$ cat src/design/vrot_pkg.sv
package vrot_pkg;

  // x/y carry 16 fractional bits; pre-rotation negation plus CORDIC gain
  // needs up to 35 bits, one more kept as headroom.
  localparam int XY_W = 36;
  // Residual angle, 2^32 units per turn, stays well inside +/-2^31.
  localparam int Z_W = 34;
  localparam int FRAC_BITS = 16;
  localparam int ATAN_LEN = 24;

  // Gain multiply split into a signed high part and an unsigned low part.
  localparam int LO_W = 18;
  localparam int HI_W = XY_W - LO_W;
  localparam int GAIN_W = 31;
  localparam int PH_W = HI_W + GAIN_W;
  localparam int PL_W = LO_W + GAIN_W - 1;
  localparam int SUM_W = 68;
  localparam int OUT_SHIFT = 46;

  localparam int OUT_W = 17;

  localparam logic signed [GAIN_W-1:0] GAIN_Q30 = 31'sd652032874;
  localparam logic signed [OUT_W-1:0] OUT_LIMIT = 17'sd46341;

  // atan(2^-i), 2^32 units per turn
  localparam logic [31:0] ATAN_TAB [ATAN_LEN] = '{
    32'h20000000, 32'h12E4051E, 32'h09FB385B, 32'h051111D4,
    32'h028B0D43, 32'h0145D7E1, 32'h00A2F61E, 32'h00517C55,
    32'h0028BE53, 32'h00145F2F, 32'h000A2F98, 32'h000517CC,
    32'h00028BE6, 32'h000145F3, 32'h0000A2FA, 32'h0000517D,
    32'h000028BE, 32'h0000145F, 32'h00000A30, 32'h00000518,
    32'h0000028C, 32'h00000146, 32'h000000A3, 32'h00000051
  };

  typedef struct packed {
    logic signed [XY_W-1:0] x;
    logic signed [XY_W-1:0] y;
    logic signed [Z_W-1:0]  z;
  } vrot_vec_t;

endpackage

$ cat src/design/vrot_micro.sv
module vrot_micro #(
  parameter int STAGE = 0
) (
  input  logic               clk_i,
  input  logic               rst_ni,
  input  logic               in_valid_i,
  output logic               in_ready_o,
  input  vrot_pkg::vrot_vec_t in_vec_i,
  output logic               out_valid_o,
  input  logic               out_ready_i,
  output vrot_pkg::vrot_vec_t out_vec_o
);
  import vrot_pkg::*;

  localparam logic signed [Z_W-1:0] ATAN_STEP = Z_W'(ATAN_TAB[STAGE]);

  logic      valid_q;
  vrot_vec_t vec_d, vec_q;
  logic signed [XY_W-1:0] dx, dy;

  assign in_ready_o  = !valid_q || out_ready_i;
  assign out_valid_o = valid_q;
  assign out_vec_o   = vec_q;

  always_comb begin
    dx = in_vec_i.y >>> STAGE;
    dy = in_vec_i.x >>> STAGE;
    if (!in_vec_i.z[Z_W-1]) begin
      vec_d.x = in_vec_i.x - dx;
      vec_d.y = in_vec_i.y + dy;
      vec_d.z = in_vec_i.z - ATAN_STEP;
    end else begin
      vec_d.x = in_vec_i.x + dx;
      vec_d.y = in_vec_i.y - dy;
      vec_d.z = in_vec_i.z + ATAN_STEP;
    end
  end

  always_ff @(posedge clk_i or negedge rst_ni) begin
    if (!rst_ni) begin
      valid_q <= 1'b0;
    end else if (in_ready_o) begin
      valid_q <= in_valid_i;
    end
  end

  always_ff @(posedge clk_i) begin
    if (in_ready_o && in_valid_i) begin
      vec_q <= vec_d;
    end
  end

endmodule

$ cat config.mk
export PLATFORM = sky130hd
export DESIGN_NAME = vrot_micro
export DESIGN_NICKNAME = d
export VERILOG_FILES = /design/src/design/vrot_pkg.sv /design/src/design/vrot_micro.sv
export SDC_FILE = /design/constraint.sdc
export NUM_CORES = 1
export LEC_CHECK = 0
export BUFFER_PORTS_ARGS = -buffer_cell sky130_fd_sc_hd__buf_2
export CAP_MARGIN = 10
export CORE_AREA = 4 4 197 199
export CTS_BUF_LIST = sky130_fd_sc_hd__clkbuf_2
export CTS_CLUSTER_DIAMETER = 150
export DETAILED_ROUTE_END_ITERATION = 12
export DIE_AREA = 0 0 201 203
export PLACE_DENSITY = 0.41
export SYNTH_ARGS = -nofsm -noshare
export SYNTH_HDL_FRONTEND = slang
export SYNTH_SLANG_ARGS = --single-unit
$ cat constraint.sdc
create_clock -name clk_i -period 6.5 [get_ports clk_i]
set_clock_uncertainty 0.05 [all_clocks]
set_input_delay 0 -clock clk_i [delete_from_list [all_inputs] [get_ports clk_i]]
set_output_delay 0 -clock clk_i [all_outputs]
set_load 0.02 [all_outputs]
======== Word level (Yosys, flattened, before mapping) ========
Index checks and enable logic that the tools add are counted.
storage, ports and cells
  register bits after elaboration ......... 107
  latch bits .............................. 0
  memory bits (writable) .................. 0
  bits in read-only memories .............. 0
  logic and storage cells ................. 13
  memories kept ........................... 0
operators by class
  $add $sub $neg .......................... 5
  multipliers ............................. 0
  div/mod/pow operators ................... 0
  order comparisons ....................... 0
  equality and inequality tests ........... 0
  shift operators ......................... 0
  multiplexer cells ....................... 1
  bitwise logic cells ..................... 0
  reductions and logical operators ........ 3
operators with widths
  cell                                                                    count
  106-bit 2-to-1 mux                                                      1
  36-bit subtractor                                                       2
  36-bit adder                                                            1
  34-bit by 31-bit adder with 34-bit output (second input constant)       1
  34-bit by 31-bit subtractor with 34-bit output (second input constant)  1
  1-bit logical AND                                                       1
  1-bit zero test                                                         1
  1-bit logical OR                                                        1

======== Logic depth before layout (Yosys ltp) ========
  depth after elaboration ................. 3
  mapped depth ............................ 13
  mapped depth without buffers ............ 12

======== Worst setup path before layout ========
No wires, ideal clock.
  kind .................................... reg-to-reg
  from .................................... register valid_q (netlist: out_valid_o)
  to ...................................... register vec_q, in the netlist out_vec_o[0] (enable)
  setup time .............................. 476 ps
  data arrival time ....................... 3,170 ps
  slack ................................... 2,805 ps
  cell stages (with the launch flop) ...... 3
  buffers on the path ..................... 0
  period minus slack after synthesis ...... 3,695 ps
  cells stage by stage .................... dfrtp_1 > nand2b_1 > and2_1
on the way
  cells in the longest elaborated chain, start to end .. 3
ends and longest elaborated chain
  item                    line              RTL
  start, declared         vrot_micro.sv:17  logic valid_q;
  start signal, assigned  vrot_micro.sv:43  valid_q <= in_valid_i;
  1-bit zero test         vrot_micro.sv:21  assign in_ready_o = !valid_q || out_ready_i;
  1-bit logical OR        vrot_micro.sv:21
  via in_ready_o          vrot_micro.sv:7   output logic in_ready_o,
  1-bit logical AND       vrot_micro.sv:48  if (in_ready_o && in_valid_i) begin
  end signal, assigned    vrot_micro.sv:49  vec_q <= vec_d;
  end, declared           vrot_micro.sv:18  vrot_vec_t vec_d, vec_q;
The timed path passes the listed nets, and every way through them passes these cells.
A chain may end at the register's enable or synchronous reset.

==> impl_metrics.tcl <==
set metrics [dict create \
    status "completed" \
    max_cap_violations 0 \
    grt_setup_unrepaired "false" \
    setup_viol 0 \
    avgSynthCellArea_um2 8.95 \
    synthSimpleGateAreaFrac_pct 13.3 \
    max_freq_mhz 251 \
    syn_area_um2 9550 \
    synth_top_family_by_area "compound AO/OA/AOI/OAI gates" \
    pre_cts_ws_ps 3110 \
    place_congestion 0.868 \
    p_seq_share_pct 38.3 \
    track_usage_pct 17.4 \
    grt_pass1_vias 9528 \
    p_per_area_nw_per_um2 174 \
    wl_per_cell_um 18.8 \
    grt_max_degree 93 \
    endpoint "out_vec_o[98]$_DFFE_PP_" \
    io_pins 218 \
    finalHoldViolations 0 \
    setup_slack_ps 2510 \
    fin_cells 1924 \
    synth_compound_area_share_pct 23.5 \
    sw_frac_of_total_pct 40.7 \
    synth-xor-area-share_pct 6.41 \
    finalCoreUtilization_pct 35.2 \
    drc 0 \
    clk_path_buf_depth 2 \
    async_flop_share_pct 0.943 \
    synth_nets 1289 \
    relSlewSlack_pct 27.1 \
    cts_setup_buffers 0 \
    reg2reg_to "out_vec_o[6]$_DFFE_PP_" \
    ir_worst_vdd_uv 74.4 \
    fin_setup_tns_ps 0 \
    p_leak_nw 5.70 \
    antenna_found_initial 1 \
    row_count 71 \
    die_area_um2 40800 \
    area_delta_synth_final_pct 37.2 \
    min_path_cells 5 \
    path_class "input pin to flip-flop" \
    yosysSeqAreaShare_pct 33.3 \
    dpl.hpwl_um 27700 \
    synthCells 1067 \
    cp-startpoint "in_vec_i[43]" \
    drive_gt1_share_pct 18.3 \
    overflow 0 \
    placed_area_um2 11000 \
    numCtsBuffers 9 \
    initial_utilization_pct 25.7 \
    cts_tree "built" \
    rr_startpoint "out_valid_o$_DFFE_PN0N_" \
    synth_flop_cell "edfxtp_1" \
    synth-edff-count 105 \
    final_max_slew_viol_count 0 \
    die_w_um 201 \
    fin_crit_sh_pct 61.3 \
    yosysWarnings 0 \
    dr.pass1.iters 8 \
    critPathLaunchType "input pin" \
    cts.sinks 106 \
    yosys.area_share.adder_pct 15.0 \
    hold_class "input pin to flip-flop" \
    fp.dieH_um 203 \
    mostFrequentLayoutCells "217 x buf_2, 194 x dlygate4sd3_1, 113 x a21oi_1" \
    final_common_cell "buf_2" \
    grt_pass1_wl_um 55800 \
    worst-r2r-setup-slack_ps 4160 \
    min_period_ps 3990 \
    clk_pin_slew_ps 350 \
    io_buffer_count 217 \
    drt_iter0_drc 658 \
    p_clk_share_pct 15.8 \
    drt-total-wl_um 36200 \
    worstRegToRegCells 3 \
    via_per_inst 4.91 \
    cp.required_ps 7030 \
    finalPower_mw 2.27 \
    core_area_um2 37200 \
    h-tree-depth 3 \
    p_int_mw 1.35 \
    vias 9451 \
    placedCellCount 1713 \
    worst_pin_slew_ps 1090 \
    design_area_um2 13100 \
    hold_ws_ps 79.5 \
    synth_mux_area_share_pct 1.80 \
    clock_latency_ps 750 \
    crit_path_max_fanout 8 \
    power_frac_comb_pct 45.9 \
    ys_types 82 \
    fin_nets 1666 \
    p_sw_mw 0.924 \
    synth.ff_latch_count 106 \
    cts_root_buffer "clkbuf_2" \
    arrival_ps 4520 \
    cp-end-kind "flip-flop" \
    ant_nets 0 \
]
-- how the worst min path moves through the flow --
stage | start | to | slack, ps
2_1_floorplan | rst_ni | out_valid_o$_DFFE_PN0N_ | -350
3_3_place_gp | rst_ni | out_valid_o$_DFFE_PN0N_ | -270
3_5_place_dp | rst_ni | out_valid_o$_DFFE_PN0N_ | -270
4_1_cts | in_vec_i[42] | out_vec_o[44]$_DFFE_PP_ | 4
5_1_grt | in_vec_i[63] | out_vec_o[64]$_DFFE_PP_ | 60
6_report | in_vec_i[34] | out_vec_o[36]$_DFFE_PP_ | 80
-- worst max-delay path, stage by stage --
cell and delay [ps]:
dlygate4sd3_1 520, buf_2 120, inv_1 40, ha_1 410, dlygate4sd3_1 730, inv_6 70
a221oi_2 310, o31ai_1 160, o2111a_1 310, or3_4 390, a31o_1 270, a31oi_1 310
mux2i_1 150, xnor2_1 150, dlygate4sd3_1 580
-- cells in the mapped netlist (4+ instances only) --
| library cell | n | area share [%] |
|---|---|---|
| xnor2_1 | 59 | 5.4 |
| nand4_1 | 12 | 0.79 |
| nor3_1 | 20 | 1.0 |
| o22ai_1 | 4 | 0.26 |
| fa_1 | 4 | 0.84 |
| o31a_1 | 4 | 0.37 |
| nand3_1 | 15 | 0.79 |
| o21a_1 | 18 | 1.4 |
| clkbuf_1 | 25 | 0.98 |
| nor2_1 | 93 | 3.7 |
| a21oi_1 | 113 | 5.9 |
| a21o_1 | 26 | 2.0 |
| and3_1 | 6 | 0.39 |
| a31oi_1 | 9 | 0.59 |
| o31ai_1 | 17 | 1.3 |
| a211oi_1 | 10 | 0.79 |
| nor4_1 | 14 | 0.92 |
| or2_2 | 4 | 0.26 |
| o21bai_1 | 16 | 1.3 |
| inv_1 | 102 | 4.0 |
| nor2b_1 | 9 | 0.59 |
| buf_1 | 7 | 0.28 |
| ha_1 | 108 | 14 |
| buf_2 | 11 | 0.58 |
| o21ai_0 | 61 | 3.2 |
| nand2b_1 | 11 | 0.72 |
| edfxtp_1 | 105 | 33 |
| a2111oi_0 | 5 | 0.46 |
| or3_1 | 6 | 0.39 |
| nand2_1 | 57 | 2.2 |
| buf_4 | 4 | 0.31 |
| xor2_1 | 9 | 0.83 |
| o211ai_1 | 11 | 0.86 |
| a311o_1 | 5 | 0.52 |
| mux2i_1 | 16 | 1.7 |
-- cells by family after synthesis --
family	after synthesis
AO/OA/AOI/OAI	343
AND/OR/NAND/NOR	263
buffers and inverters	157
adder cells (fa/ha/maj)	112
flip-flops	106
XOR/XNOR	69
multiplexers	17
-- metal layers --
layer	GRT usage, %	share of wire [%]	up-vias
met1	24.7	48	4493
li1	-	-	4598
met4	5.38	2.1	0
met5	0	0	-
met2	27.3	44	322
met3	2.60	5.2	38
-- area by class of cell --
type	instances	area, um2
well taps	474	593
flip-flops and latches	106	3180
clock buffers	9	45.0
fillers	3965	24100
clock inverters	7	73.8
diodes	1	2.50
repair buffers	416	3070
inverters	107	407
multi-input cells	804	5730
-- power by group through the flow --
| stage | Clock, mW | Sequential [mW] | Combinational, mW |
|---|---|---|---|
| after floorplan | 0 | 0.975 | 0.505 |
| after global placement | 0 | 0.887 | 0.901 |
| after detailed placement | 0 | 0.888 | 0.896 |
| after CTS | 0.384 | 0.873 | 1.04 |
| after global routing | 0.406 | 0.878 | 1.14 |
| final | 0.358 | 0.871 | 1.04 |
-- flip-flops by register name, summed over array words and instances (netlist names) --
signal       flops
out_vec_o      105
out_valid_o      1
-- timing repair --
action,4_1_cts,5_1_grt
hold buffers,194,0
hold endpoints to repair,130,0
gates resized for setup,0,0
Note: power is estimated with default switching activity, not from simulation.
