[src/design/vrot_pkg.sv]
package vrot_pkg;

  // x/y carry 16 fractional bits; pre-rotation negation plus CORDIC gain
  // needs up to 35 bits, one more kept as headroom.
  localparam int XY_W = 36;
  // Residual angle, 2^32 units per turn, stays well inside +/-2^31.
  localparam int Z_W = 34;
  localparam int FRAC_BITS = 16;
  localparam int ATAN_LEN = 24;

  // Gain multiply split into a signed high part and an unsigned low part.
  localparam int LO_W = 18;
  localparam int HI_W = XY_W - LO_W;
  localparam int GAIN_W = 31;
  localparam int PH_W = HI_W + GAIN_W;
  localparam int PL_W = LO_W + GAIN_W - 1;
  localparam int SUM_W = 68;
  localparam int OUT_SHIFT = 46;

  localparam int OUT_W = 17;

  localparam logic signed [GAIN_W-1:0] GAIN_Q30 = 31'sd652032874;
  localparam logic signed [OUT_W-1:0] OUT_LIMIT = 17'sd46341;

  // atan(2^-i), 2^32 units per turn
  localparam logic [31:0] ATAN_TAB [ATAN_LEN] = '{
    32'h20000000, 32'h12E4051E, 32'h09FB385B, 32'h051111D4,
    32'h028B0D43, 32'h0145D7E1, 32'h00A2F61E, 32'h00517C55,
    32'h0028BE53, 32'h00145F2F, 32'h000A2F98, 32'h000517CC,
    32'h00028BE6, 32'h000145F3, 32'h0000A2FA, 32'h0000517D,
    32'h000028BE, 32'h0000145F, 32'h00000A30, 32'h00000518,
    32'h0000028C, 32'h00000146, 32'h000000A3, 32'h00000051
  };

  typedef struct packed {
    logic signed [XY_W-1:0] x;
    logic signed [XY_W-1:0] y;
    logic signed [Z_W-1:0]  z;
  } vrot_vec_t;

endpackage

[src/design/vrot_gain.sv]
module vrot_gain (
  input  logic               clk_i,
  input  logic               rst_ni,
  input  logic               in_valid_i,
  output logic               in_ready_o,
  input  vrot_pkg::vrot_vec_t in_vec_i,
  output logic               out_valid_o,
  input  logic               out_ready_i,
  output logic signed [vrot_pkg::OUT_W-1:0] rot_x_o,
  output logic signed [vrot_pkg::OUT_W-1:0] rot_y_o
);
  import vrot_pkg::*;

  localparam logic signed [SUM_W-1:0] ROUND_HALF = SUM_W'(1) <<< (OUT_SHIFT - 1);
  localparam logic [GAIN_W-2:0] GAIN_U = GAIN_Q30[GAIN_W-2:0];

  // Partial products stage
  logic              prod_valid_q;
  logic              prod_ready;
  logic signed [PH_W-1:0] ph_x_d, ph_y_d, ph_x_q, ph_y_q;
  logic [PL_W-1:0]        pl_x_d, pl_y_d, pl_x_q, pl_y_q;

  // Output stage
  logic              out_valid_q;
  logic signed [OUT_W-1:0] rot_x_d, rot_y_d, rot_x_q, rot_y_q;

  function automatic logic signed [OUT_W-1:0] round_clamp(
    input logic signed [PH_W-1:0] ph,
    input logic [PL_W-1:0]        pl
  );
    logic signed [SUM_W-1:0] sum;
    logic signed [SUM_W-1:0] r;
    logic signed [OUT_W-1:0] res;
    sum = (SUM_W'(ph) <<< LO_W) + $signed(SUM_W'(pl)) + ROUND_HALF;
    r   = sum >>> OUT_SHIFT;
    if (r > SUM_W'(OUT_LIMIT)) begin
      res = OUT_LIMIT;
    end else if (r < -SUM_W'(OUT_LIMIT)) begin
      res = -OUT_LIMIT;
    end else begin
      res = r[OUT_W-1:0];
    end
    return res;
  endfunction

  assign prod_ready  = !out_valid_q || out_ready_i;
  assign in_ready_o  = !prod_valid_q || prod_ready;
  assign out_valid_o = out_valid_q;
  assign rot_x_o     = rot_x_q;
  assign rot_y_o     = rot_y_q;

  always_comb begin
    ph_x_d = $signed(in_vec_i.x[XY_W-1:LO_W]) * GAIN_Q30;
    ph_y_d = $signed(in_vec_i.y[XY_W-1:LO_W]) * GAIN_Q30;
    pl_x_d = in_vec_i.x[LO_W-1:0] * GAIN_U;
    pl_y_d = in_vec_i.y[LO_W-1:0] * GAIN_U;
    rot_x_d = round_clamp(ph_x_q, pl_x_q);
    rot_y_d = round_clamp(ph_y_q, pl_y_q);
  end

  always_ff @(posedge clk_i or negedge rst_ni) begin
    if (!rst_ni) begin
      prod_valid_q <= 1'b0;
      out_valid_q  <= 1'b0;
    end else begin
      if (in_ready_o) begin
        prod_valid_q <= in_valid_i;
      end
      if (prod_ready) begin
        out_valid_q <= prod_valid_q;
      end
    end
  end

  always_ff @(posedge clk_i) begin
    if (in_ready_o && in_valid_i) begin
      ph_x_q <= ph_x_d;
      ph_y_q <= ph_y_d;
      pl_x_q <= pl_x_d;
      pl_y_q <= pl_y_d;
    end
    if (prod_ready && prod_valid_q) begin
      rot_x_q <= rot_x_d;
      rot_y_q <= rot_y_d;
    end
  end

endmodule

[config.mk]
export PLATFORM = sky130hd
export DESIGN_NAME = vrot_gain
export DESIGN_NICKNAME = d
export VERILOG_FILES = /design/src/design/vrot_pkg.sv /design/src/design/vrot_gain.sv
export SDC_FILE = /design/constraint.sdc
export NUM_CORES = 2
export LEC_CHECK = 0
export BUFFER_PORTS_ARGS = -buffer_cell sky130_fd_sc_hd__buf_4
export CAP_MARGIN = 40
export CORE_ASPECT_RATIO = 0.5
export CORE_UTILIZATION = 25
export CTS_CLUSTER_SIZE = 8
export DETAILED_ROUTE_END_ITERATION = 7
export MAX_ROUTING_LAYER = met4
export PLACE_DENSITY = 0.5
export SLEW_MARGIN = 20
export SYNTH_ARGS = -nofsm -noshare
export SYNTH_HDL_FRONTEND = slang
export SYNTH_SLANG_ARGS = --single-unit
[constraint.sdc]
create_clock -name clk_i -period 6.7 [get_ports clk_i]
set_clock_uncertainty 0.2 [all_clocks]
set_input_delay 0.67 -clock clk_i [delete_from_list [all_inputs] [get_ports clk_i]]
set_output_delay 0.67 -clock clk_i [all_outputs]
set_load 0.03 [all_outputs]
==> Yosys cells after proc, flatten, opt, wreduce, memory -nomap -nowiden <==
Cells that the tools add are included.
{ "totals": {"in_bits": 110, "reg_bits": 226, "wordCells": 32, "output_inout_bits": 36} }
{ "op_classes": {"magnitude_cmp": 4, "n_mul": 4, "n_mux": 2, "addsub": 4, "reduce_logical": 8} }
{ "op_table": {"columns": ["operator", "n"], "rows": [
  ["$add 67x49->68", 2],
  ["$add 68x47->68 const B", 2],
  ["$mul 18x30->48 const B", 2],
  ["$mul 18x29->47 const B", 2],
  ["$gt 22x17->1 const B", 2],
  ["$lt 22x17->1 const B", 2],
  ["$mux 17", 2],
  ["$reduce_or 2->1", 2],
  ["$logic_and 1x1->1", 2],
  ["$logic_not 1->1", 2],
  ["$logic_or 1x1->1", 2]
]} }

==> Depth between registers and ports, before layout <==
{ "logic_depth": {"word_depth": 4, "mapped_depth": 25, "mapped_depth_nobuf": 24} }

==> Worst setup path before layout <==
OpenSTA, ideal clock, no wires.
{ "synth_path": {"path_type": "input to register", "start": "in in_vec_i[94] (netlist bit)", "end": "reg ph_x_q[48], data pin", "stages": 20, "n_path_buf": 0, "setup_ns": 0.269, "t_required_ns": 6.231, "arrival_time_ns": 6.470, "slack_ns": -0.239, "cell_sequence": "fa_1 -> inv_1 -> fa_1 -> fa_1 -> fa_1 -> fa_1 -> fa_1 -> inv_1 -> ha_1 -> a2111oi_0 -> o21ai_0 -> o21ai_0 -> o311ai_1 -> o2111ai_1 -> a31oi_1 -> a21o_1 -> or4_1 -> a31oi_1 -> o31ai_1 -> xor2_1"} }
{ "synth_between": {"elab_chain_cells": 1} }
{ "synth_lines": {"columns": ["item", "line_no", "text"], "rows": [
  ["from (decl)", "vrot_gain.sv:6", "input vrot_pkg::vrot_vec_t in_vec_i,"],
  ["$mul 18x30->48", "vrot_gain.sv:53", "ph_x_d = $signed(in_vec_i.x[XY_W-1:LO_W]) * GAIN_Q30;"],
  ["named net ph_x_d[48]", "vrot_gain.sv:20", "logic signed [PH_W-1:0] ph_x_d, ph_y_d, ph_x_q, ph_y_q;"],
  ["to (signal assigned)", "vrot_gain.sv:77", "ph_x_q <= ph_x_d;"],
  ["to (decl)", "vrot_gain.sv:20", null]
]} }
The timed path passes the listed nets, and every way through them passes these cells.
A chain may end at the register's enable or synchronous reset.

==> Final worst setup path <==
{ "layout_path": {"start": "in in_vec_i[94] (netlist bit)", "end": "reg ph_x_q[41], data pin"} }
The elaborated chain is that of the path after synthesis.

==> results.json <==
{
  "status": "complete, but fails checks",
  "failing_checks": "DRC",
  "postLayoutSetupSlackWorst_ns": 0.137,
  "grt.total_usage_pct": 14.5,
  "placement.setup.worst_slack_ns": -0.581,
  "tritoncts": "yes",
  "num_rows": 109,
  "cts_inserted_buffers": 17,
  "postSynthNetCount": 6044,
  "placed_cell_area_um2": 54100,
  "hold_path_depth": 2,
  "dp_hpwl_um": 114000,
  "floorplan.io_pins": 146,
  "floorplan.die.height_um": 301,
  "routed_wire_length_per_instance_um": 16.4,
  "post_synth_inst_count": 4297,
  "detail_route.vias_per_cell": 4.10,
  "cts_max_path_buffers": 2,
  "grt_first_pass_wirelength_um": 193000,
  "tns_ns": 0,
  "first_iter_violations": 1359,
  "min_delay_startpoint": "in_valid_i",
  "drt-total-wl_um": 124000,
  "yosysMostFrequentCell": "sky130_fd_sc_hd__inv_1",
  "antenna_found_initial": 4,
  "cp-end-kind": "register",
  "clock_transition_time_at_the_flip_flop_clock_pins_of_the_worst_setup_and_hold_paths_ns": 0.10,
  "netlist.area_leader.share_pct": 37.3,
  "firstDrtPassIters": 7,
  "ys_seq_area_share_pct": 12.7,
  "remaining_drc_errors": 4,
  "timing.reg2reg.worst_path_depth": 13,
  "cts-root-buf": "sky130_fd_sc_hd__clkbuf_16",
  "initial_core_util_pct": 25.3,
  "synth_top_cell_by_area": "sky130_fd_sc_hd__fa_1",
  "synth_async_sr_flop_share_pct": 1.05,
  "core_region_area_um2": 177000,
  "die-area_um2": 181000,
  "synthTopCellsByArea": "sky130_fd_sc_hd__fa_1 (37%), sky130_fd_sc_hd__ha_1 (22%), sky130_fd_sc_hd__edfxtp_1 (13%)",
  "layoutNonFillerInstCount": 7565,
  "post-route-min-period_ns": 6.56,
  "routabilityCongestion": 0.934,
  "drt.antenna.violating_nets": 0,
  "synth_edf_count": 188,
  "deepest_level_of_the_cts_h_tree": 4,
  "path_max_fanout": 5,
  "numPortBuffers": 111,
  "mappedNetlistArea_um2": 44700,
  "report.final.setup_viol": 0,
  "dr_total_vias": 31027,
  "slew_violations": 0,
  "reg2reg_from": "ph_x_q[21]",
  "maxSlewHeadroom_pct": 38.4,
  "n_fill_cell": 18492,
  "max-cap-violations": 0,
  "postSynthRegisterBits": 190,
  "post_synth_num_cell_types": 92,
  "cp.required_ns": 6.73,
  "synth_area_per_cell_um2": 10.4,
  "clock_sinks": 190,
  "timing.critical_path.arrival_ns": 6.59,
  "syn2layout_area_growth_pct": 23.5,
  "worstHoldPathType": "input pin to register",
  "grt_start_max_net_pins": 144,
  "finish.net_count": 6911,
  "most_frequently_used_flop_master_after_synthesis": "sky130_fd_sc_hd__edfxtp_1",
  "finalHoldViolCount": 0,
  "grt.overflow.total": 0,
  "worstSkewPairLatency_ns": 0.52,
  "yosys_warns": 0,
  "post-route-cell-area_um2": 55300,
  "netlist_top_cells_count": "sky130_fd_sc_hd__inv_1 (1329), sky130_fd_sc_hd__fa_1 (834), sky130_fd_sc_hd__ha_1 (803), sky130_fd_sc_hd__edfxtp_1 (188), sky130_fd_sc_hd__a21oi_1 (157)",
  "crit_start": "in_vec_i[94]",
  "fmax_achieved_mhz": 152,
  "worstMarginPinSlew_ns": 0.925,
  "critPathLaunchType": "input pin",
  "numPlacedInstances": 7519,
  "vias_in_the_first_global_route": 33326,
  "drive_gt1_share_pct": 19.8,
  "chipWidth_um": 600,
  "setup_repair_after_global_routing_missed_its_margin": "yes",
  "final_min_period_over_clock_period_pct": 98.0,
  "criticalPathCategory": "input pin to register"
}
## cells in the final DEF (no fill, tap or decap), types with 35 or more instances in the layout
master / n
sky130_fd_sc_hd__nand3_1: 39
sky130_fd_sc_hd__nor3_1: 35
sky130_fd_sc_hd__fa_1: 817
sky130_fd_sc_hd__a21oi_1: 150
sky130_fd_sc_hd__a21o_1: 103
sky130_fd_sc_hd__inv_1: 1318
sky130_fd_sc_hd__nand2_1: 81
sky130_fd_sc_hd__xnor2_1: 94
sky130_fd_sc_hd__buf_4: 855
sky130_fd_sc_hd__ha_1: 782
sky130_fd_sc_hd__nor2_1: 115
sky130_fd_sc_hd__xor2_1: 41
sky130_fd_sc_hd__o21ai_0: 64
sky130_fd_sc_hd__edfxtp_1: 188
## through the flow
stage / hold WS (ns) / utilization [%]
floorplan: 0.174 / -
global placement: 0.255 / 30.5
detailed placement: 0.255 / 30.5
CTS: 0.0994 / 30.9
global route: 0.107 / 31.2
finish: 0.145 / 31.2
## final timing paths
| path | endpoint | slack, ns |
|---|---|---|
| max | ph_x_q[41] | 0.14 |
| min | prod_valid_q | 0.14 |
| max reg2reg | rot_x_o[0] | 1.54 |
| min reg2reg | out_valid_o | 0.30 |
| max in group asynchronous | prod_valid_q | 5.96 |
| min in group asynchronous | out_valid_o | 0.26 |
## registers in the layout, summed over array words and instances, names as in the netlist
name          count
ph_y_q           48
ph_x_q           48
rot_x_o          17
out_valid_o       1
pl_x_q           29
pl_y_q           29
prod_valid_q      1
rot_y_o          17
## routing by layer
metal	track usage [%]	wire length [um]	up-vias
li1	-	-	15338
met1	19.1	58900	15258
met2	24.1	59500	358
met3	1.82	4070	73
met4	2.51	1810	0
met5	-	0	-
## logic make-up after synthesis
group | share of synthesized area, %
fa+ha+maj | 59.8
buf+inv | 11.3
xor+xnor | 2.64
simple gates | 5.11
compound gates | 8.43
flops | 12.7
## layout make-up
cell class | count | area (um2) | area share [%]
diodes | 3 | 7.51 | 0.0136
clock buffers | 17 | 425 | 0.770
clock inverters | 14 | 166 | 0.301
inverters | 1330 | 4990 | 9.03
multi-input cells | 2763 | 34500 | 62.4
flip-flops and latches | 190 | 5700 | 10.3
well taps | 2386 | 2990 | 5.40
repair buffers | 862 | 6510 | 11.8
## critical path, cell delays in order
cell and delay, ns:
sky130_fd_sc_hd__buf_4 0.13, sky130_fd_sc_hd__buf_4 0.13, sky130_fd_sc_hd__ha_1 0.31, sky130_fd_sc_hd__inv_2 0.06, sky130_fd_sc_hd__fa_1 0.50, sky130_fd_sc_hd__inv_1 0.06, sky130_fd_sc_hd__fa_2 0.52, sky130_fd_sc_hd__inv_1 0.05
sky130_fd_sc_hd__fa_1 0.50, sky130_fd_sc_hd__fa_1 0.46, sky130_fd_sc_hd__fa_1 0.52, sky130_fd_sc_hd__inv_1 0.07, sky130_fd_sc_hd__ha_4 0.17, sky130_fd_sc_hd__buf_4 0.14, sky130_fd_sc_hd__a21o_1 0.15, sky130_fd_sc_hd__a21o_1 0.17
sky130_fd_sc_hd__a21o_1 0.17, sky130_fd_sc_hd__a211oi_2 0.18, sky130_fd_sc_hd__o21ai_1 0.09, sky130_fd_sc_hd__a31o_2 0.23, sky130_fd_sc_hd__or4b_4 0.58, sky130_fd_sc_hd__a21boi_2 0.17, sky130_fd_sc_hd__buf_6 0.14, sky130_fd_sc_hd__nand2b_4 0.06
sky130_fd_sc_hd__a311oi_2 0.25, sky130_fd_sc_hd__xnor2_1 0.12
## repair_timing
action,in CTS,in global routing
buffers inserted,0,9
endpoints found under the hold margin,2,0
pin swaps,0,61
setup endpoints to repair,4,27
resized for setup,2,98
hold buffers,1,0
Power is left out: the tool's default activity adds up to more than one toggle a clock period on the data nets, which glitch-free logic cannot reach.
