<file path="src/design/vrot_pkg.sv">
package vrot_pkg;

  // x/y carry 16 fractional bits; pre-rotation negation plus CORDIC gain
  // needs up to 35 bits, one more kept as headroom.
  localparam int XY_W = 36;
  // Residual angle, 2^32 units per turn, stays well inside +/-2^31.
  localparam int Z_W = 34;
  localparam int FRAC_BITS = 16;
  localparam int ATAN_LEN = 24;

  // Gain multiply split into a signed high part and an unsigned low part.
  localparam int LO_W = 18;
  localparam int HI_W = XY_W - LO_W;
  localparam int GAIN_W = 31;
  localparam int PH_W = HI_W + GAIN_W;
  localparam int PL_W = LO_W + GAIN_W - 1;
  localparam int SUM_W = 68;
  localparam int OUT_SHIFT = 46;

  localparam int OUT_W = 17;

  localparam logic signed [GAIN_W-1:0] GAIN_Q30 = 31'sd652032874;
  localparam logic signed [OUT_W-1:0] OUT_LIMIT = 17'sd46341;

  // atan(2^-i), 2^32 units per turn
  localparam logic [31:0] ATAN_TAB [ATAN_LEN] = '{
    32'h20000000, 32'h12E4051E, 32'h09FB385B, 32'h051111D4,
    32'h028B0D43, 32'h0145D7E1, 32'h00A2F61E, 32'h00517C55,
    32'h0028BE53, 32'h00145F2F, 32'h000A2F98, 32'h000517CC,
    32'h00028BE6, 32'h000145F3, 32'h0000A2FA, 32'h0000517D,
    32'h000028BE, 32'h0000145F, 32'h00000A30, 32'h00000518,
    32'h0000028C, 32'h00000146, 32'h000000A3, 32'h00000051
  };

  typedef struct packed {
    logic signed [XY_W-1:0] x;
    logic signed [XY_W-1:0] y;
    logic signed [Z_W-1:0]  z;
  } vrot_vec_t;

endpackage

</file>
<file path="src/design/vrot_prerot.sv">
module vrot_prerot (
  input  logic               clk_i,
  input  logic               rst_ni,
  input  logic               in_valid_i,
  output logic               in_ready_o,
  input  logic signed [15:0] vec_x_i,
  input  logic signed [15:0] vec_y_i,
  input  logic signed [15:0] turn_angle_i,
  output logic               out_valid_o,
  input  logic               out_ready_i,
  output vrot_pkg::vrot_vec_t out_vec_o
);
  import vrot_pkg::*;

  logic      valid_q;
  vrot_vec_t vec_d, vec_q;
  logic      flip;
  logic [15:0] ang;
  logic signed [XY_W-1:0] x_ext, y_ext;

  assign in_ready_o  = !valid_q || out_ready_i;
  assign out_valid_o = valid_q;
  assign out_vec_o   = vec_q;

  // Angle outside [-pi/2, pi/2): turn by a half turn, i.e. negate x/y and
  // flip the angle's sign bit.
  always_comb begin
    flip  = turn_angle_i[15] ^ turn_angle_i[14];
    ang   = {turn_angle_i[15] ^ flip, turn_angle_i[14:0]};
    x_ext = XY_W'(vec_x_i) <<< FRAC_BITS;
    y_ext = XY_W'(vec_y_i) <<< FRAC_BITS;
    vec_d.x = flip ? -x_ext : x_ext;
    vec_d.y = flip ? -y_ext : y_ext;
    vec_d.z = Z_W'($signed({ang, 16'h0000}));
  end

  always_ff @(posedge clk_i or negedge rst_ni) begin
    if (!rst_ni) begin
      valid_q <= 1'b0;
    end else if (in_ready_o) begin
      valid_q <= in_valid_i;
    end
  end

  always_ff @(posedge clk_i) begin
    if (in_ready_o && in_valid_i) begin
      vec_q <= vec_d;
    end
  end

endmodule

</file>
<file path="config.mk">
export PLATFORM = sky130hd
export DESIGN_NAME = vrot_prerot
export DESIGN_NICKNAME = d
export VERILOG_FILES = /design/src/design/vrot_pkg.sv /design/src/design/vrot_prerot.sv
export SDC_FILE = /design/constraint.sdc
export NUM_CORES = 1
export LEC_CHECK = 0
export ABC_AREA = 1
export ABC_CLOCK_PERIOD_IN_PS = 5900
export BUFFER_PORTS_ARGS = -buffer_cell sky130_fd_sc_hd__buf_4
export CAP_MARGIN = 15
export CORE_MARGIN = 10
export CORE_UTILIZATION = 49
export DETAILED_ROUTE_END_ITERATION = 7
export GPL_TIMING_DRIVEN = 0
export PLACE_DENSITY = 0.95
export SYNTH_ARGS = -nofsm -noshare
export SYNTH_HDL_FRONTEND = slang
export SYNTH_SLANG_ARGS = --single-unit
</file>
<file path="constraint.sdc">
create_clock -name clk_i -period 5.9 [get_ports clk_i]
set_input_delay 1.18 -clock clk_i [delete_from_list [all_inputs] [get_ports clk_i]]
set_output_delay 1.18 -clock clk_i [all_outputs]
set_load 0.1 [all_outputs]
</file>
* Word level (Yosys, flattened, before mapping)
Index checks and enable logic that the tools add are counted.
** Operators by class
- Multiplexer cells :: 2
- Div/mod/pow operators :: 0
- Equal/unequal tests :: 0
- Bitwise logic cells :: 2
- Multiply operators :: 0
- Shifts and indexed selects :: 0
- Order comparisons :: 0
- Add/sub/neg operators :: 2
- Reductions and logical operators :: 3
** Operators with widths (number)
- $mux 36 :: 2
- $neg 32->36 :: 2
- $xor 1x1->1 :: 2
- $logic_and 1x1->1 :: 1
- $logic_not 1->1 :: 1
- $logic_or 1x1->1 :: 1
** Word-level totals
- Input bits :: 52
- Memory bits (writable) :: 0
- Flip-flop bits (word level) :: 89
- Latch bits :: 0
- Memories kept :: 0
- Word-level logic and storage cells :: 15
- Memory bits (read-only) :: 0
- Output and inout port bits :: 108

* Depth between registers and ports, before layout
Gate-level depths: netlist (run 1).
- Depth after elaboration :: 3
- Gate-level depth with buffers :: 9
- Depth with buffers taken out :: 9

* Worst setup path after synthesis (run 1)
No wires, ideal clock.
- Path type :: input-to-reg
- From :: in in_valid_i
- To :: reg vec_q (netlist bit out_vec_o[100]) (enable)
- Buffers on the path :: 0
- Arrival :: 3.947 ns
- Required time :: 5.412 ns
- Stages :: 2
- Setup slack :: 1.466 ns
- Setup time :: 0.488 ns
- Cells stage by stage :: inv_1 > a21oi_1
** On the way
- Cells in the longest elaborated chain, start to end :: 1
** Ends and longest elaborated chain
- from (decl) :: line vrot_prerot.sv:4 : input logic in_valid_i,
- $logic_and 1x1->1 :: line vrot_prerot.sv:46 : if (in_ready_o && in_valid_i) begin
- to (signal assigned) :: line vrot_prerot.sv:47 : vec_q <= vec_d;
- to (decl) :: line vrot_prerot.sv:16 : vrot_vec_t vec_d, vec_q;
No other way between the ends.
A chain may end at the register's enable or synchronous reset.

* Final worst setup path (run 1)
- From :: in out_ready_i
- To :: out in_ready_o
** On the way
- Cells in the longest elaborated chain, start to end :: 1
** Ends and longest elaborated chain
- from (decl) :: line vrot_prerot.sv:10 : input logic out_ready_i,
- $logic_or 1x1->1 :: line vrot_prerot.sv:21 : assign in_ready_o = !valid_q || out_ready_i;
- to (decl) :: line vrot_prerot.sv:5 : output logic in_ready_o,
No other way between the ends.

==> key figures, run 1 <==
Setup path
  • Crit path max fanout: 2
  • Critical Path RT: 4.72 ns
  • CP Class: input port to primary output
  • Critical path arrival: 1.71 ns
  • Critical Path Start Type: input port
  • Worst R2R Start: out_valid_o
  • Critical Path Start: out_ready_i
  • Worst R2R Path Depth: 2
  • Critical Path Sink: in_ready_o
  • Reg-to-reg endpoint: out_vec_o[60]
  • Flop-to-flop setup slack: 4.17 ns
  • Crit end category: primary output

Drt
  • DR WL/cell: 15.73 um
  • Pre-antenna DRT Iters: 4
  • Vias/cell: 4.582
  • Final WL: 8950 um
  • Routed via count: 2607
  • DRT iter0 DRCs: 112
  • Final ANT Viol Nets: 0
  • DRC errors left: 0

CTS
  • Resized Gates After CTS: 0
  • Setup bufs post-CTS: 0
  • Htree depth: 3
  • CTS tree: done
  • Clock Root Buffer: clkbuf_8
  • Hold_buf cts: 0
  • Clock transition at path regs: 0.07 ns
  • Clk sinks: 57
  • Skew-Pair Late Insertion Delay: 0.33 ns
  • Clock buffer depth: 2
  • Num CTS Buffers: 9

Timing
  • Hold_ws: 0.6000 ns
  • Worst Skew: 0.004628 ns
  • RSZ-0062 raised after global routing: false
  • Setup_tns: 0 ns
  • Max-slew violation count: 0
  • Worst slew margin: 44.16%
  • Achievable frequency: 345.8 MHz
  • Fin crit period: 2.892 ns
  • Endpoints failing hold: 0
  • Fin crit share: 49.01%
  • Worst slew pin tran: 0.8357 ns
  • Final Setup Violations: 0

Cells and area
  • Syn-to-layout area delta: 42.42%
  • Number of diodes: 0
  • Post-layout util: 72.78%
  • Post-layout nets: 543
  • Layout cells sized above 1: 39.07%

GRT
  • Largest net degree at the start of global routing: 33
  • Global-route wire length before repair: 14120 um
  • Overall routing resource usage: 18.13%
  • Total gr overflow: 0
  • Number of global-route vias before repair: 2758
  • Antenna violations before repair: 0

Die
  • Die H: 99.27 um
  • Die Span X: 99.27 um
  • # rows: 28
  • # IOs: 160
  • Core Footprint: 6026 sq um
  • Die area: 9855 sq um
  • Initial Utilization: 51.10%

Power
  • Maximum vdd drop: 0.2090 mV
  • Power Dens Cells: 306.1 nW/um^2
  • Leakage power: 2.184 nW
  • Total power: 1.342 mW

Logic synthesis
  • Asr flop ratio synth: 1.754%
  • Sequential element share of the synthesized area: 55.42%
  • Post-Synthesis Cells: 319
  • Post-synthesis register bit count: 57
  • Post-synth top cells: nand2_1, edfxtp_1, buf_4
  • Avg Cell Area, Syn: 9.653 sq um
  • Synth top area cells: edfxtp_1, buf_4, nand2_1
  • EDFF count, synth: 56
  • Cell taking the most area after synthesis: edfxtp_1
  • Top-count cell post-synth: nand2_1
  • Main synth FF type: edfxtp_1
  • Synth unique cells: 25
  • Ys Warns: 0
  • Yosys top cell area share: 54.61%
  • Cell Area, Synth: 3079 sq um

Status
  • Status: completed

Job
  • Max Cap Viol: 0

Placed design
  • HPWL Detailed: 7327 um
  • Port bufs: 111
  • GPL Wtd Cong: 0.9358

Min path
  • Hold WC Path Type: input port to async pin
## final cells by class
| type | count | area (sq um) |
|---|---|---|
| sequential | 57 | 1707 |
| fill | 423 | 1640 |
| multi-input combinational | 226 | 1042 |
| timing repair buffer | 112 | 853.3 |
| buffer | 54 | 409.1 |
| clock buffer | 9 | 123.9 |
| inverter | 29 | 108.9 |
| tap | 75 | 93.84 |
| clock inverter | 7 | 47.55 |
## per-layer routing
layer	part of all wire [%]	up-vias	track usage, %
li1	-	1288	-
met1	38	1136	19.05
met2	48	177	29.81
met3	14	6	11.42
met4	0.70	0	4.631
met5	0	-	0
## per-stage QoR
step	worst slack (ns)	std cells	cell area [sq um]
2_1_floorplan	1.466	366	3256
3_3_place_gp	0.4998	552	4183
3_5_place_dp	3.000	553	4214
4_1_cts	2.999	569	4385
5_1_grt	2.959	569	4385
6_report	3.008	569	4385
## worst min-delay path by stage
stage	from	end	slack (ns)	cells past startpoint
floorplan	rst_ni	out_valid_o	0.88	0
detailed placement	out_valid_o	out_valid_o	0.59	2
global placement	out_valid_o	out_valid_o	0.51	2
CTS	rst_ni	out_valid_o	0.59	1
finish	rst_ni	out_valid_o	0.60	1
global route	rst_ni	out_valid_o	0.57	1
## logic make-up (layout without fill, tap and decap cells)
group                    Yosys count  count (layout)  synth area share (%)
AO/OA/AOI/OAI                     16              16                 2.844
XOR/XNOR                          14              14                 3.982
adder cells (fa/ha/maj)            2               2                0.8125
buffers and inverters             83             211                 16.82
flip-flops                        57              57                 55.42
other                              1              48                0.1218
AND/OR/NAND/NOR                  146             146                 19.99
## where the power goes
| part | total, mW | leakage (nW) | internal, mW | switching [mW] |
|---|---|---|---|---|
| clock | 0.314 | 0.0733 | 0.150 | 0.164 |
| combinational | 0.537 | 1.56 | 0.109 | 0.428 |
| sequential | 0.492 | 0.546 | 0.483 | 0.00849 |
| total | 1.34 | 2.18 | 0.742 | 0.601 |
## flip-flops by register name, indices dropped and copies added, names as in the netlist
register / flops
out_vec_o: 56
out_valid_o: 1
## cell usage in the layout (no fill, tap or decap), types with 2 or more instances in the layout
cell and instances:
buf_4 162, nand2_1 81, edfxtp_1 56, conb_1 48
nor2_1 31, inv_1 28, nand3_1 18, clkbuf_8 9
o21ai_0 8, xor2_1 8, xnor2_1 6, o21ai_1 5
clkinvlp_4 5, nand2_2 4, nand4_1 4, nor3_1 2
buf_6 2, nand3b_1 2, o21ai_2 2, or2_2 2
ha_1 2, clkinv_2 2
## critical path: stages
cell and delay (ns):
buf_4 0.11, inv_1 0.10, nand2_1 0.08, buf_4 0.24
Power figures use the tool's default switching activity.
==> inputs of run 2 (changes only) <==
Settings changed: ABC_AREA 1 to 0, ABC_CLOCK_PERIOD_IN_PS 5900 to 2700, CORE_UTILIZATION 49 to 44, PLACE_DENSITY 0.95 to 0.92.
Clock period 5.9 ns to 2.7 ns, I/O delays scaled along.
==> key figures, run 2 <==
Drt
  • Final ANT Viol Nets: 0 (unchanged)
  • DRT iter0 DRCs: 169 (was 112)
  • Routed via count: 2165 (was 2607)
  • Pre-antenna DRT Iters: 4 (unchanged)
  • Vias/cell: 4.597 (was 4.582)
  • Final WL: 8671 um (was 8950 um)
  • DR WL/cell: 18.41 um (was 15.73 um)
  • DRC errors left: 0 (unchanged)

Logic synthesis
  • Post-synth top cells: edfxtp_1, buf_4, xnor2_1 (was nand2_1, edfxtp_1, buf_4)
  • Asr flop ratio synth: 1.754% (unchanged)
  • Cell Area, Synth: 2816 sq um (was 3079 sq um)
  • Yosys top cell area share: 59.71% (was 54.61%)
  • Synth top area cells: edfxtp_1, buf_4, xnor2_1 (was edfxtp_1, buf_4, nand2_1)
  • Top-count cell post-synth: edfxtp_1 (was nand2_1)
  • Post-Synthesis Cells: 218 (was 319)
  • Post-synthesis register bit count: 57 (unchanged)
  • Avg Cell Area, Syn: 12.92 sq um (was 9.653 sq um)
  • Synth unique cells: 29 (was 25)
  • Sequential element share of the synthesized area: 60.60% (was 55.42%)
  • EDFF count, synth: 56 (unchanged)
  • Main synth FF type: edfxtp_1 (unchanged)
  • Ys Warns: 0 (unchanged)
  • Cell taking the most area after synthesis: edfxtp_1 (unchanged)

Setup path
  • CP Class: input port to register (was input port to primary output)
  • Critical path arrival: 2.27 ns (was 1.71 ns)
  • Crit path max fanout: 10 (was 2)
  • Critical Path Start Type: input port (unchanged)
  • Crit end category: register (was primary output)
  • Critical Path RT: 2.76 ns (was 4.72 ns)

Power
  • Power Dens Cells: 747.2 nW/um^2 (was 306.1 nW/um^2)
  • Leakage power: 1.898 nW (was 2.184 nW)
  • Total power: 3.105 mW (was 1.342 mW)
  • Maximum vdd drop: 0.6344 mV (was 0.2090 mV)

CTS
  • Resized Gates After CTS: 0 (unchanged)
  • CTS tree: done (unchanged)
  • Clk sinks: 57 (unchanged)
  • Skew-Pair Late Insertion Delay: 0.33 ns (about the same)
  • Htree depth: 3 (unchanged)
  • Num CTS Buffers: 9 (unchanged)
  • Setup bufs post-CTS: 0 (unchanged)
  • Hold_buf cts: 1 (was 0)
  • Clock buffer depth: 2 (unchanged)
  • Clock transition at path regs: 0.07 ns (about the same)
  • Clock Root Buffer: clkbuf_8 (unchanged)

GRT
  • Total gr overflow: 0 (unchanged)
  • Global-route wire length before repair: 12630 um (was 14120 um)
  • Largest net degree at the start of global routing: 57 (was 33)
  • Overall routing resource usage: 16.47% (was 18.13%)
  • Number of global-route vias before repair: 2377 (was 2758)
  • Antenna violations before repair: 0 (unchanged)

Timing
  • Final Setup Violations: 0 (unchanged)
  • Fin crit period: 2.211 ns
  • Fin crit share: 81.88%
  • Max-slew violation count: 0 (unchanged)
  • RSZ-0062 raised after global routing: false (unchanged)
  • Setup ws final: 0.4892 ns (was 3.008 ns)
  • Worst slew pin tran: 0.8099 ns (was 0.8357 ns)
  • Hold_ws: 0.3860 ns (was 0.6000 ns)
  • Worst slew margin: 45.62% (was 44.16%)
  • Endpoints failing hold: 0 (unchanged)
  • Worst Skew: 0.005644 ns (was 0.004628 ns)
  • Setup_tns: 0 ns (unchanged)
  • Achievable frequency: 452.3 MHz

Cells and area
  • Max FFs per register: 56 (unchanged)
  • Sequential Area: 1707 sq um (unchanged)
  • Number of diodes: 0 (unchanged)
  • Commonest non-fill, non-tap cell in the layout: buf_4 (unchanged)
  • Finished Layout Cells: 471 (was 569)
  • Multi-input gate area: 884.6 sq um (was 1042 sq um)
  • Layout cells sized above 1: 46.19% (was 39.07%)
  • Final Cell Area: 4155 sq um (was 4385 sq um)
  • Syn-to-layout area delta: 47.53% (was 42.42%)
  • Post-layout util: 66.19% (was 72.78%)
  • Fillers: 425 (was 423)
  • Post-layout nets: 443 (was 543)
  • Commonest non-fill, non-tap cells in the layout: buf_4, edfxtp_1, conb_1 (was buf_4, nand2_1, edfxtp_1)

Status
  • Status: completed (unchanged)

Placed design
  • HPWL Detailed: 6660 um (was 7327 um)
  • GPL Wtd Cong: 0.7651 (was 0.9358)
  • Port bufs: 111 (unchanged)
  • Dpl cells: 453 (was 553)
  • Post-DP Area: 3926 sq um (was 4214 sq um)
  • DP Worst Slack: 0.2752 ns (was 3.000 ns)

Die
  • # rows: 29 (was 28)
  • Core Footprint: 6277 sq um (was 6026 sq um)
  • Die area: 10000 sq um (was 9855 sq um)
  • # IOs: 160 (unchanged)
  • Initial Utilization: 44.87% (was 51.10%)
  • Die H: 100.0 um (was 99.27 um)
  • Die Span X: 100.0 um (was 99.27 um)

Job
  • Max Cap Viol: 0 (unchanged)

Min path
  • Hold WC Path Type: input port to register (was input port to async pin)
-- run 2: changes by cell type after synthesis, sizes merged, moves of 4 or more --
cell	delta
nand2	-75
inv	-24
nor2	-20
nand3	-18
xnor2	+11
o31ai	+5
xor2	+5
a21oi	+4
nand2b	+4
nand4	-4
o21ai	-4
or4	+4
-- run 2: final cells by class --
type                    instances  share of cell area, %
plain buffers                  53                  9.304
clock buffers                  13                  3.824
clock inverters                 3                 0.9636
inverters                       5                 0.4517
multi-input cells             150                  21.29
flip-flops and latches         57                  41.07
well taps                      77                  2.319
repair buffers                113                  20.78
-- run 2: path summary, 6_finish.rpt --
| kind | startpoint | cells after the start | slack [ns] | endpoint |
|---|---|---|---|---|
| min reg2reg | out_valid_o | 2 | 0.56 | out_valid_o |
| max | turn_angle_i[14] | 6 | 0.49 | out_vec_o[104] |
| min in group asynchronous | rst_ni | 2 | 0.53 | out_valid_o |
| max reg2reg | out_valid_o | 3 | 1.18 | out_vec_o[67] |
| max in group asynchronous | rst_ni | 2 | 2.09 | out_valid_o |
| min | turn_angle_i[1] | 1 | 0.39 | out_vec_o[17] |
-- run 2: logic make-up after synthesis --
logic type               count (synthesis)  share of synthesized area (%)
AO/OA/AOI/OAI                           28                          7.019
XOR/XNOR                                30                          9.329
buffers and inverters                   58                          14.39
AND/OR/NAND/NOR                         42                          7.641
flip-flops                              57                          60.60
adder cells (fa/ha/maj)                  2                         0.8884
other                                    1                         0.1331
-- run 2: worst max-delay path, cell delays in order --
cell and delay [ns]:
buf_4 0.13, xnor2_1 0.66, clkbuf_1 0.51, nor2_1 0.13, o21ai_0 0.18, nand2_1 0.12
-- run 2: report_power, final --
part / switching [mW] / internal [mW]
Sequential: 0.0217 / 1.07
Combinational: 0.973 / 0.248
Clock: 0.320 / 0.474
Total: 1.31 / 1.79
-- run 2: per-layer routing --
layer	global-route usage (%)	vias up	wire, um
met5	0	-	0
met4	8.152	0	291
met3	7.898	20	1160
met2	27.58	157	4153
met1	16.92	967	3066
li1	-	1021	-
==> inputs of run 3 (changes only) <==
Settings changed: ABC_AREA 0 to 1, ABC_CLOCK_PERIOD_IN_PS 2700 to 1950, CORE_UTILIZATION 44 to 41, PLACE_DENSITY 0.92 to 0.89.
Clock period 2.7 ns to 1.95 ns, I/O delays scaled along.
==> key figures, run 3 (synthesized netlist as in run 1, its figures left out) <==
Setup path
  • CP peak stage delay: 0.65 ns (was 0.66 ns)
  • Critical path arrival: 1.80 ns (was 2.27 ns)
  • Critical Path Start Type: register (was input port)
  • Crit end category: register (unchanged)
  • CP Class: register to register (was input port to register)
  • Critical Path RT: 1.99 ns (was 2.76 ns)
  • Slowest CP cell: a21oi_4 (was xnor2_1)
  • CP Cell Sequence: a21oi_4 -> buf_12 (was buf_4 -> xnor2_1 -> clkbuf_1 -> nor2_1 -> o21ai_0 -> nand2_1)
  • Crit path max fanout: 33 (was 10)
  • Worst R2R Path Depth: 2 (was 3)

Drt
  • Final WL: 9054 um (was 8671 um)
  • DR WL/cell: 15.24 um (was 18.41 um)
  • DRT iter0 DRCs: 188 (was 169)
  • DRC errors left: 0 (unchanged)
  • Final ANT Viol Nets: 0 (unchanged)
  • Pre-antenna DRT Iters: 5 (was 4)
  • Routed via count: 2693 (was 2165)
  • Vias/cell: 4.534 (was 4.597)

CTS
  • CTS tree: done (unchanged)
  • Clk sinks: 57 (unchanged)
  • Num CTS Buffers: 9 (unchanged)
  • Setup bufs post-CTS: 0 (unchanged)
  • Resized Gates After CTS: 0 (unchanged)
  • Clock transition at path regs: 0.06 ns (was 0.07 ns)
  • Clock Root Buffer: clkbuf_8 (unchanged)
  • Htree depth: 3 (unchanged)
  • Clock buffer depth: 2 (unchanged)
  • Skew-Pair Late Insertion Delay: 0.35 ns (was 0.33 ns)

Timing
  • Fin crit period: 1.759 ns
  • Achievable frequency: 568.4 MHz
  • Endpoints failing hold: 0 (unchanged)
  • Worst slew pin tran: 0.8020 ns (was 0.8099 ns)
  • Fin crit share: 90.22%
  • Worst slew margin: 46.41% (was 45.62%)
  • Worst Skew: 0.01021 ns (was 0.005644 ns)
  • RSZ-0062 raised after global routing: false (unchanged)
  • Hold_ws: 0.2122 ns (was 0.3860 ns)
  • Max-slew violation count: 0 (unchanged)
  • Final Setup Violations: 0 (unchanged)
  • Setup ws final: 0.1907 ns (was 0.4892 ns)

Placed design
  • HPWL Detailed: 7074 um (was 6660 um)
  • GPL Wtd Cong: 0.8001 (was 0.7651)
  • Post-DP Area: 4248 sq um (was 3926 sq um)
  • Port bufs: 111 (unchanged)
  • Dpl cells: 577 (was 453)
  • DP Worst Slack: 0.1350 ns (was 0.2752 ns)

Cells and area
  • Multi-input gate area: 1042 sq um (was 884.6 sq um)
  • Finished Layout Cells: 594 (was 471)
  • Commonest non-fill, non-tap cell in the layout: buf_4 (unchanged)
  • Post-layout nets: 544 (was 443)
  • Number of diodes: 0 (unchanged)
  • Commonest non-fill, non-tap cells in the layout: buf_4, nand2_1, edfxtp_1 (was buf_4, edfxtp_1, conb_1)
  • Fillers: 575 (was 425)
  • Final Cell Area: 4491 sq um (was 4155 sq um)
  • Layout cells sized above 1: 38.59% (was 46.19%)
  • Max FFs per register: 56 (unchanged)
  • Syn-to-layout area delta: 45.84% (was 47.53%)
  • Sequential Area: 1710 sq um (was 1707 sq um)

Min path
  • Hold WC Path Type: input port to register (unchanged)
  • Hold depth: 1 (unchanged)

GRT
  • Antenna violations before repair: 0 (unchanged)
  • Global-route wire length before repair: 13610 um (was 12630 um)
  • Number of global-route vias before repair: 2769 (was 2377)
  • Largest net degree at the start of global routing: 34 (was 57)
  • Total gr overflow: 0 (unchanged)
  • Overall routing resource usage: 15.47% (was 16.47%)

Power
  • Power Dens Cells: 984.9 nW/um^2 (was 747.2 nW/um^2)
  • Total power: 4.423 mW (was 3.105 mW)
  • Leakage power: 2.226 nW (was 1.898 nW)
  • Maximum vdd drop: 0.4075 mV (was 0.6344 mV)

Die
  • # IOs: 160 (unchanged)
  • Initial Utilization: 42.23% (was 44.87%)
  • Core Footprint: 7292 sq um (was 6277 sq um)
  • Die H: 106.7 um (was 100.0 um)
  • # rows: 31 (was 29)
  • Die area: 11380 sq um (was 10000 sq um)
  • Die Span X: 106.7 um (was 100.0 um)

Status
  • Status: completed (unchanged)

Job
  • Max Cap Viol: 0 (unchanged)
run 3: critical path, delay by kind of cell, from the launching register on:
kind	cells	cell delay, ns
compound gates	1	0.65
buf+inv	1	0.29
flops	1	0.49
run 3: where the power goes:
| group | total (mW) | internal, mW | switching, mW |
|---|---|---|---|
| logic | 1.63 | 0.330 | 1.30 |
| clock network | 1.30 | 0.834 | 0.468 |
| registers | 1.49 | 1.46 | 0.0254 |
| total | 4.42 | 2.63 | 1.80 |
run 3: path summary, 6_finish.rpt:
kind | startpoint | to | slack, ns
hold reg to reg | out_valid_o | out_valid_o | 0.60
setup / recovery | out_valid_o | out_vec_o[88] | 0.19
max in group asynchronous | rst_ni | out_valid_o | 1.49
setup reg to reg | out_valid_o | out_vec_o[88] | 0.19
min in group asynchronous | rst_ni | out_valid_o | 0.37
hold / removal | turn_angle_i[0] | out_vec_o[16] | 0.21
run 3: timing repair:
action	4_1_cts	5_1_grt
endpoints found under the hold margin	1	0
hold buffers	1	0
setup endpoints to repair	0	0
run 3: per-layer routing:
| metal | global-route usage, % | part of all wire, % | vias to the layer above |
|---|---|---|---|
| li1 | - | - | 1284 |
| met1 | 14.58 | 35 | 1201 |
| met2 | 26.25 | 47 | 186 |
| met3 | 8.802 | 16 | 22 |
| met4 | 8.221 | 2.4 | 0 |
| met5 | 0 | 0 | - |
run 3: area by class of cell:
type                    instances  share of cell area, %
well taps                      99                  2.758
repair buffers                113                  19.23
flip-flops and latches         57                  38.09
multi-input cells             226                  23.21
plain buffers                  54                  9.111
clock inverters                 7                  2.424
inverters                      29                  2.424
clock buffers                   9                  2.758
run 3: per-stage QoR:
step	utilization (%)	TNS, ns
after floorplan	-	-5.824
after global placement	57.98	-14.25
after detailed placement	58.25	0
after CTS	61.58	0
after global routing	61.58	0
final	61.58	0
